--- config.mk ---
export PLATFORM = sky130hd
export DESIGN_NAME = hsv_saturation_adjust_core
export DESIGN_NICKNAME = d
export VERILOG_FILES = /design/src/hsv_sat_pkg.sv /design/src/hsv_saturation_adjust_core.sv
export SDC_FILE = /design/constraint.sdc
export NUM_CORES = 2
export LEC_CHECK = 0
export BUFFER_PORTS_ARGS = -buffer_cell sky130_fd_sc_hd__buf_2
export CORE_MARGIN = 5
export CORE_UTILIZATION = 55
export CTS_BUF_LIST = sky130_fd_sc_hd__clkbuf_8
export DETAILED_ROUTE_END_ITERATION = 7
export MAX_ROUTING_LAYER = met4
export PLACE_DENSITY_LB_ADDON = 0.12
export REMOVE_ABC_BUFFERS = 1
export SYNTH_ARGS = -nofsm -noshare
export SYNTH_HDL_FRONTEND = slang
export SYNTH_SLANG_ARGS = --single-unit
export TNS_END_PERCENT = 10
--- constraint.sdc ---
create_clock -name clk -period 8.33 [get_ports clk]
set_input_delay 1.666 -clock clk [delete_from_list [all_inputs] [get_ports clk]]
set_output_delay 1.666 -clock clk [all_outputs]
set_load 0.005 [all_outputs]
--- src/hsv_sat_pkg.sv ---
// Package for the HSV saturation adjust core: payload types and fixed-point constants.
package hsv_sat_pkg;

  localparam int FRAC_BITS = 12;
  localparam int QW        = FRAC_BITS + 1;        // quotient / saturation width
  localparam int HW        = FRAC_BITS + 3;        // hue width, holds 6 << F
  localparam int PW        = FRAC_BITS + 11;       // sat * scale product width
  localparam int CW        = FRAC_BITS + 9;        // vmax * sat width
  localparam int XW        = 2 * FRAC_BITS + 10;   // cq * xf product width

  localparam logic [1:0] MAX_RED   = 2'd0;
  localparam logic [1:0] MAX_GREEN = 2'd1;
  localparam logic [1:0] MAX_BLUE  = 2'd2;

  typedef struct packed {
    logic [7:0] red_in;
    logic [7:0] green_in;
    logic [7:0] blue_in;
    logic [7:0] alpha_in;
    logic [9:0] sat_scale;
  } pix_in_t;

  typedef struct packed {
    logic [7:0] red_out;
    logic [7:0] green_out;
    logic [7:0] blue_out;
    logic [7:0] alpha_out;
  } pix_out_t;

endpackage

--- src/hsv_saturation_adjust_core.sv ---
// Top level: pipelined RGB -> HSV -> saturation scale -> RGB conversion.
//
//  channel  | handshake     | payload
//  ---------+---------------+-----------------------------
//  input    | start / busy  | item   (pix_in_t)
//  result   | done strobe   | result (pix_out_t)
//
// One pixel per clock. The pipeline is one stage for max/min,
// FRAC_BITS + 1 restoring-division steps (hue and saturation
// quotients side by side), then scale, two multiply stages and the
// output mux. busy is always low. Reset clears only the valid bits.
// The receiver cannot stall, so the pipeline never holds.
module hsv_saturation_adjust_core
  import hsv_sat_pkg::*;
(
  input  logic     clk,
  input  logic     rst,
  input  logic     start,
  output logic     busy,
  input  pix_in_t  item,
  output logic     done,
  output pix_out_t result
);

  typedef struct packed {
    logic [7:0]    vmax;
    logic [7:0]    alpha;
    logic [9:0]    scale;
    logic [1:0]    sel;
    logic          neg;
    logic          dz;     // delta zero
    logic [7:0]    delta;
    logic [7:0]    hrem;
    logic [QW-1:0] hq;
    logic [7:0]    srem;
    logic [QW-1:0] sq;
  } div_t;

  localparam logic [HW-1:0] ONE_H = HW'(1) << FRAC_BITS;
  localparam logic [QW-1:0] ONE_Q = QW'(1) << FRAC_BITS;

  // entry stage
  div_t          e;
  logic          e_vld;
  // division stages
  div_t          d     [QW];
  logic [QW-1:0] d_vld;
  // post stages
  logic          p1_vld, p2_vld, p3_vld;
  logic [7:0]    p1_vmax, p2_vmax, p3_vmax;
  logic [7:0]    p1_alpha, p2_alpha, p3_alpha;
  logic [2:0]    p1_sector, p2_sector, p3_sector;
  logic [FRAC_BITS-1:0] p1_frac;
  logic [QW-1:0] p1_s2, p2_xf;
  logic [CW-1:0] p2_cq, p3_mq;
  logic [XW-FRAC_BITS-1:0] p3_xq;
  logic [XW-1:0] xprod;

  assign busy = 1'b0;

  // entry: max, min, delta, dominant channel
  logic [7:0] r, g, b, vmax_c, vmin_c;
  always_comb begin
    r = item.red_in;
    g = item.green_in;
    b = item.blue_in;
    vmax_c = (r > g) ? r : g;
    if (b > vmax_c) vmax_c = b;
    vmin_c = (r < g) ? r : g;
    if (b < vmin_c) vmin_c = b;
  end

  always_ff @(posedge clk) begin
    if (rst) begin
      e_vld <= 1'b0;
    end else begin
      e_vld <= start;
    end
    e.vmax  <= vmax_c;
    e.alpha <= item.alpha_in;
    e.scale <= item.sat_scale;
    e.delta <= vmax_c - vmin_c;
    e.dz    <= (vmax_c == vmin_c);
    e.hq    <= '0;
    e.sq    <= '0;
    e.srem  <= vmax_c - vmin_c;
    if (vmax_c == r) begin
      e.sel  <= MAX_RED;
      e.neg  <= (g < b);
      e.hrem <= (g >= b) ? g - b : b - g;
    end else if (vmax_c == g) begin
      e.sel  <= MAX_GREEN;
      e.neg  <= (b < r);
      e.hrem <= (b >= r) ? b - r : r - b;
    end else begin
      e.sel  <= MAX_BLUE;
      e.neg  <= (r < g);
      e.hrem <= (r >= g) ? r - g : g - r;
    end
  end

  // restoring division, one quotient bit per stage; numerator <= denominator
  function automatic logic [8:0] div_rs(input logic [7:0] rem, input logic first);
    return first ? {1'b0, rem} : {rem, 1'b0};
  endfunction

  always_ff @(posedge clk) begin
    div_t          src, nxt;
    logic [8:0]    hrs, srs;
    logic          hb, sb;
    if (rst) begin
      d_vld <= '0;
    end else begin
      d_vld <= {d_vld[QW-2:0], e_vld};
    end
    for (int k = 0; k < QW; k++) begin
      src = (k == 0) ? e : d[(k == 0) ? 0 : k - 1];
      hrs = div_rs(src.hrem, k == 0);
      srs = div_rs(src.srem, k == 0);
      hb  = (hrs >= {1'b0, src.delta});
      sb  = (srs >= {1'b0, src.vmax});
      nxt      = src;
      nxt.hq   = {src.hq[QW-2:0], hb};
      nxt.sq   = {src.sq[QW-2:0], sb};
      nxt.hrem = hb ? 8'(hrs - {1'b0, src.delta}) : hrs[7:0];
      nxt.srem = sb ? 8'(srs - {1'b0, src.vmax}) : srs[7:0];
      d[k] <= nxt;
    end
  end

  // hue assembly, saturation scale and clamp
  div_t          dl;
  logic [HW-1:0] base, hue;
  logic [QW-1:0] hqv, sqv;
  logic [PW-1:0] prod;
  logic [PW-9:0] s2w;
  always_comb begin
    dl  = d[QW-1];
    hqv = dl.dz ? '0 : dl.hq;
    sqv = (dl.vmax == 8'd0) ? '0 : dl.sq;
    case (dl.sel)
      MAX_RED:   base = dl.neg ? HW'(6) * ONE_H : '0;
      MAX_GREEN: base = HW'(2) * ONE_H;
      MAX_BLUE:  base = HW'(4) * ONE_H;
      default:   base = '0;
    endcase
    hue = dl.neg ? base - HW'(hqv) : base + HW'(hqv);
    if (hue >= HW'(6) * ONE_H) hue = hue - HW'(6) * ONE_H;
    if (dl.dz) hue = '0;
    prod = PW'(sqv) * PW'(dl.scale);
    s2w  = prod[PW-1:8];
  end

  assign xprod = XW'(p2_cq) * XW'(p2_xf);

  always_ff @(posedge clk) begin
    if (rst) begin
      p1_vld <= 1'b0;
      p2_vld <= 1'b0;
      p3_vld <= 1'b0;
      done   <= 1'b0;
    end else begin
      p1_vld <= d_vld[QW-1];
      p2_vld <= p1_vld;
      p3_vld <= p2_vld;
      done   <= p3_vld;
    end
    p1_vmax   <= dl.vmax;
    p1_alpha  <= dl.alpha;
    p1_sector <= hue[HW-1:FRAC_BITS];
    p1_frac   <= hue[FRAC_BITS-1:0];
    p1_s2     <= (s2w > (PW-8)'(ONE_Q)) ? ONE_Q : s2w[QW-1:0];
    // cq and xf
    p2_vmax   <= p1_vmax;
    p2_alpha  <= p1_alpha;
    p2_sector <= p1_sector;
    p2_cq     <= CW'(p1_vmax) * CW'(p1_s2);
    p2_xf     <= p1_sector[0] ? ONE_Q - {1'b0, p1_frac} : {1'b0, p1_frac};
    // xq and mq
    p3_vmax   <= p2_vmax;
    p3_alpha  <= p2_alpha;
    p3_sector <= p2_sector;
    p3_mq     <= (CW'(p2_vmax) << FRAC_BITS) - p2_cq;
    p3_xq     <= xprod[XW-1:FRAC_BITS];
  end

  // levels and channel placement
  logic [XW-FRAC_BITS:0] msum;
  logic [7:0] top, mid, bot;
  pix_out_t   res_next;
  always_comb begin
    msum = (XW-FRAC_BITS+1)'(p3_xq) + (XW-FRAC_BITS+1)'(p3_mq);
    top  = p3_vmax;
    mid  = msum[FRAC_BITS+7:FRAC_BITS];
    bot  = p3_mq[FRAC_BITS+7:FRAC_BITS];
    res_next.alpha_out = p3_alpha;
    case (p3_sector)
      3'd0: begin res_next.red_out = top; res_next.green_out = mid; res_next.blue_out = bot; end
      3'd1: begin res_next.red_out = mid; res_next.green_out = top; res_next.blue_out = bot; end
      3'd2: begin res_next.red_out = bot; res_next.green_out = top; res_next.blue_out = mid; end
      3'd3: begin res_next.red_out = bot; res_next.green_out = mid; res_next.blue_out = top; end
      3'd4: begin res_next.red_out = mid; res_next.green_out = bot; res_next.blue_out = top; end
      default: begin
        res_next.red_out = top; res_next.green_out = bot; res_next.blue_out = mid;
      end
    endcase
  end

  always_ff @(posedge clk) begin
    result <= res_next;
  end

endmodule

* Yosys cells after proc, flatten, opt, wreduce, memory -nomap -nowiden
Memory sizes are Yosys's and may differ from the RTL's. Index checks and enable logic that the tools add are counted.
Word-level totals: memories kept 1, input port bits 45, output and inout bits 34, bits in writable memories 1040, bits in registers 252
Operators by class: $mul 3, magnitude comparators 37, reduce and logical (&&, ||, !) cells 3, add/sub/neg operators 39, mux-type cells 45, equal/unequal tests 9
Memories:
- d | words 13, bits a word 80, read ports 13, clocked after Yosys merged registers in 0, write ports 13, RTL line hsv_saturation_adjust_core.sv:46 | div_t d [QW];
Operator list (number):
- $mux 8 | 35
- $sub 8x8->8 | 33
- $ge 9x8->1 | 24
- $pmux 24 s5 | 1
- $mux 15 | 3
- $pmux 15 s3 | 1
- $ge 8x8->1 | 5
- $lt 8x8->1 | 4
- $mul 21x13->32 | 1
- $mux 13 | 2
- $eq 8x8->1 | 3
- $mul 13x10->23 | 1
- $mul 8x13->21 | 1
- $add 20x20->20 | 1
- $sub 20x20->20 | 1
- $gt 8x8->1 | 2
- $add 15x13->15 | 1
- $ge 15x15->1 const B | 1
- $gt 15x13->1 const B | 1
- $sub 15x13->15 | 1
- $sub 15x15->15 const B | 1
- $sub 13x12->13 const A | 1
- $mux 12 | 1
- $logic_not 8->1 | 1
- 9 further kinds | 10

* Logic depth before layout (Yosys ltp)
depth in word-level cells 7, mapped depth 31, depth with buffers taken out 27

* Worst setup path before layout
No wires, ideal clock.
path type in2reg, start input item[31] in the netlist's numbering, end register e[20] in the netlist's numbering, cell stages on the path 28, data arrival time 7243 ps, setup time 72 ps, required time 8258 ps, path slack 1015 ps, buffers on the path 6, path through clkbuf_1 > inv_1 > ha_1 > a21oi_1 > o21ai_0 > nor2_1 > or2_2 > clkbuf_1 > buf_1 > a21oi_1 > ha_1 > nor2b_1 > o211ai_1 > a21oi_1 > o21bai_1 > clkbuf_1 > buf_1 > clkbuf_1 > a21oi_1 > ha_1 > nor2b_1 > o21ai_0 > nand2b_1 > a21o_1 > a21o_1 > a21o_1 > a21oi_1 > xor2_1
On the way: word-level cells in the longest chain between the ends 5, elaborated cells on any way between the ends 9, those cells by class add/sub (1); order compare (4); mux (4)
RTL lines:
- from (decl) | RTL line hsv_saturation_adjust_core.sv:20 | input pix_in_t item,
- $gt 8x8->1 | RTL line hsv_saturation_adjust_core.sv:67 | vmax_c = (r > g) ? r : g;
- $mux 8 * | RTL line hsv_saturation_adjust_core.sv:67
- $gt 8x8->1 | RTL line hsv_saturation_adjust_core.sv:68 | if (b > vmax_c) vmax_c = b;
- $mux 8 * | RTL line hsv_saturation_adjust_core.sv:68
- via vmax_c[1] | RTL line hsv_saturation_adjust_core.sv:62 | logic [7:0] r, g, b, vmax_c, vmin_c;
- $sub 8x8->8 * | RTL line hsv_saturation_adjust_core.sv:86 | e.srem <= vmax_c - vmin_c;
- to (decl) | RTL line hsv_saturation_adjust_core.sv:43 | div_t e;
The timed path passes the listed nets; every way through them passes the cells marked *. A chain may end at the register's enable or synchronous reset.

==> flow_summary.toml <==
[run_status]
status = "finished, final reports clean"

[clocking]
clk_latency_ps = 840
holdBufCountCts = 0
cts_setup_buffers = 0
cts_buffer_depth = 3
clkSinkCount = 1112
htree_levels = 4
clk_pin_slew_ps = 60
clockRootBuffer = "clkbuf_8"
cts_buffers = 171
ctsResizeCount = 0
tritoncts = "done"

[critical_path]
critPathTopFamily = "adder cells"
max_stage_delay_ps = 630
path_cells = "nor4_1 -> nand2_4 -> and2_1 -> nand2_1 -> fa_1 -> inv_1 -> fa_1 -> fa_1 -> fa_1 -> inv_1 -> fa_1 -> inv_1 -> ha_1 -> and2_1 -> a221o_1 -> a31o_2 -> a211o_1 -> a311oi_1 -> o21bai_1 -> a2111o_1 -> o21ai_0 -> o21ai_1 -> nor3_1"
critPathMostFrequentCell = "fa_1"
crit_required_ps = 9050
crit_slowest_cell = "nor4_1"
critPathKind = "flip-flop to flip-flop"
critical_path.max_fanout = 53
critPathBufInv = 3
cp.arrival_ps = 8360
cp-end-kind = "flip-flop"
start_kind = "flip-flop"

[timing]
setup_slack_ps = 690
slew_headroom_pct = 25.8
final.min_clock_period_ps = 7640
rsz0062_at_grt = "false"
period_share_pct = 91.7
fin_tns_setup_ps = 0
drv_slew = 0
worstMarginPinSlew_ps = 1110
finClkSkew_ps = 39.2
hold_viol = 0
timing.fmax_mhz = 131
setup_viol = 0

[grt]
grt_pass1_wl_um = 175000
antenna_found_initial = 3
grt_use_total_pct = 21.0
overflow = 0
grt_pass1_vias = 36200
grt_max_degree = 56

[detailed_routing]
viasPerCell = 5.11
ant_nets = 0
drt_pass1_iterations = 5
drt_wl_total_um = 103000
via_count = 34600
route.detailed.drc = 0
wl_per_cell_um = 15.2
drtIter0Drc = 1600

[synth]
yosys.area.top_type = "dfxtp_1"
netlist_area_sq_um = 53900
synth_top_flop_cell = "dfxtp_1"
yosysTopAreaCellShare_pct = 41.3
synthesis.instances = 5251
netlist_top_cells_area = "dfxtp_1, fa_1, ha_1, inv_1, nand2_1"
syn-mean-instance-area_sq_um = 10.3
async_flop_share_pct = 0
yosysWarnings = 0
synth_cell_types = 77
ys_seq_area_share_pct = 41.3
synth_edf_count = 0
synth-seq-cells = 1112

[place]
place_hpwl_um = 76800
gp_congestion = 0.892
portBuffers = 77
dp.cells = 6464
dp_slack_ps = 626

[floorplanning]
std_cell_rows = 114
core_sq_um = 97000
fp.dieArea_sq_um = 104000
die_w_um = 323
pin_count = 79
die_y_um = 323
initial_core_util_pct = 55.6

[flow_run]
max_cap_viol_count = 0

[final_layout]
nNetsFinal = 6263
final_cells = 6769
drive_gt1_share_pct = 8.89
syn_to_final_growth_pct = 9.54
final_common_cell = "dfxtp_1"
final_cell_mix = "dfxtp_1, inv_1, ha_1, nand2_1, fa_1"

[worst_hold_path]
hp-class = "flip-flop to flip-flop"
[per-stage QoR]
| step | instance area [sq um] | util [%] | hold WS, ps |
|---|---|---|---|
| 2_1_floorplan | 53300 | - | 310 |
| 5_1_grt | 59000 | 60.9 | 300 |
| 6_report | 59000 | 60.9 | 307 |
| 4_1_cts | 59000 | 60.9 | 295 |
| 3_5_place_dp | 55400 | 57.1 | 312 |
| 3_3_place_gp | 55400 | 57.1 | 310 |
[worst register-to-register path, cell delays in order (launching register included)]
cell,delay [ps]
dfxtp_1,310
nor4_1,630
nand2_4,390
and2_1,440
nand2_1,140
fa_1,420
inv_1,80
fa_1,430
fa_1,480
fa_1,550
inv_1,60
fa_1,530
inv_1,40
ha_1,310
and2_1,220
a221o_1,360
a31o_2,270
a211o_1,300
a311oi_1,340
o21bai_1,170
a2111o_1,430
o21ai_0,210
o21ai_1,260
nor3_1,180
[cells by family after synthesis]
| family | count (synthesis) | synth area share [%] |
|---|---|---|
| flops | 1112 | 41.3 |
| buf+inv | 896 | 6.25 |
| mux | 175 | 3.53 |
| fa+ha+maj | 857 | 25.3 |
| xor+xnor | 220 | 3.59 |
| compound gates | 682 | 8.03 |
| simple gates | 1308 | 12.0 |
| other cells | 1 | 0.00696 |
[flip-flops by register name, indices dropped and copies added, names as in the netlist, 8 cells and up]
| name | cells |
|---|---|
| p1_frac | 12 |
| p2_xf | 13 |
| p3_alpha | 8 |
| p2_cq | 21 |
| p1_vmax | 8 |
| p2_vmax | 8 |
| result | 32 |
| p1_alpha | 8 |
| d_vld | 13 |
| e | 46 |
| p3_mq | 20 |
| p2_alpha | 8 |
| p1_s2 | 13 |
| p3_vmax | 8 |
| p3_xq | 20 |
| d | 860 |
[cell usage after synthesis (121+ instances only)]
library cell,n
dfxtp_1,1112
inv_1,737
mux2_2,121
xnor2_1,148
and2_1,184
fa_1,389
o21ai_0,216
clkbuf_1,147
ha_1,468
a21oi_1,152
nor2_1,284
nand2_1,392
nor2b_1,127
[metal layers]
metal	GRT usage [%]	vias to the layer above	wire length (um)
met1	25.0	16500	44000
met2	36.1	719	51200
met4	6.89	0	2590
met3	3.94	200	5010
li1	-	17200	-
met5	-	-	0
[path summary, 6_finish.rpt]
check | from | end | slack (ps) | cells after the start
hold / removal | d[0][213] | d[0][293] | 310 | 0
setup reg to reg | d[1][393] | p1_s2[3] | 690 | 23
hold reg to reg | d[0][213] | d[0][293] | 310 | 0
setup / recovery | d[1][393] | p1_s2[3] | 690 | 23
[area by class of cell]
cell class	count	area (sq um)
well taps	1276	1600
diodes	1	2.50
flip-flops and latches	1112	22300
fillers	8175	38000
inverters	737	2770
multi-input cells	3243	28300
clock inverters	99	786
repair buffers	96	528
clock buffers	205	2820
Power is left out: the tool's default activity adds up to more than one toggle a clock period on the data nets, which glitch-free logic cannot reach.
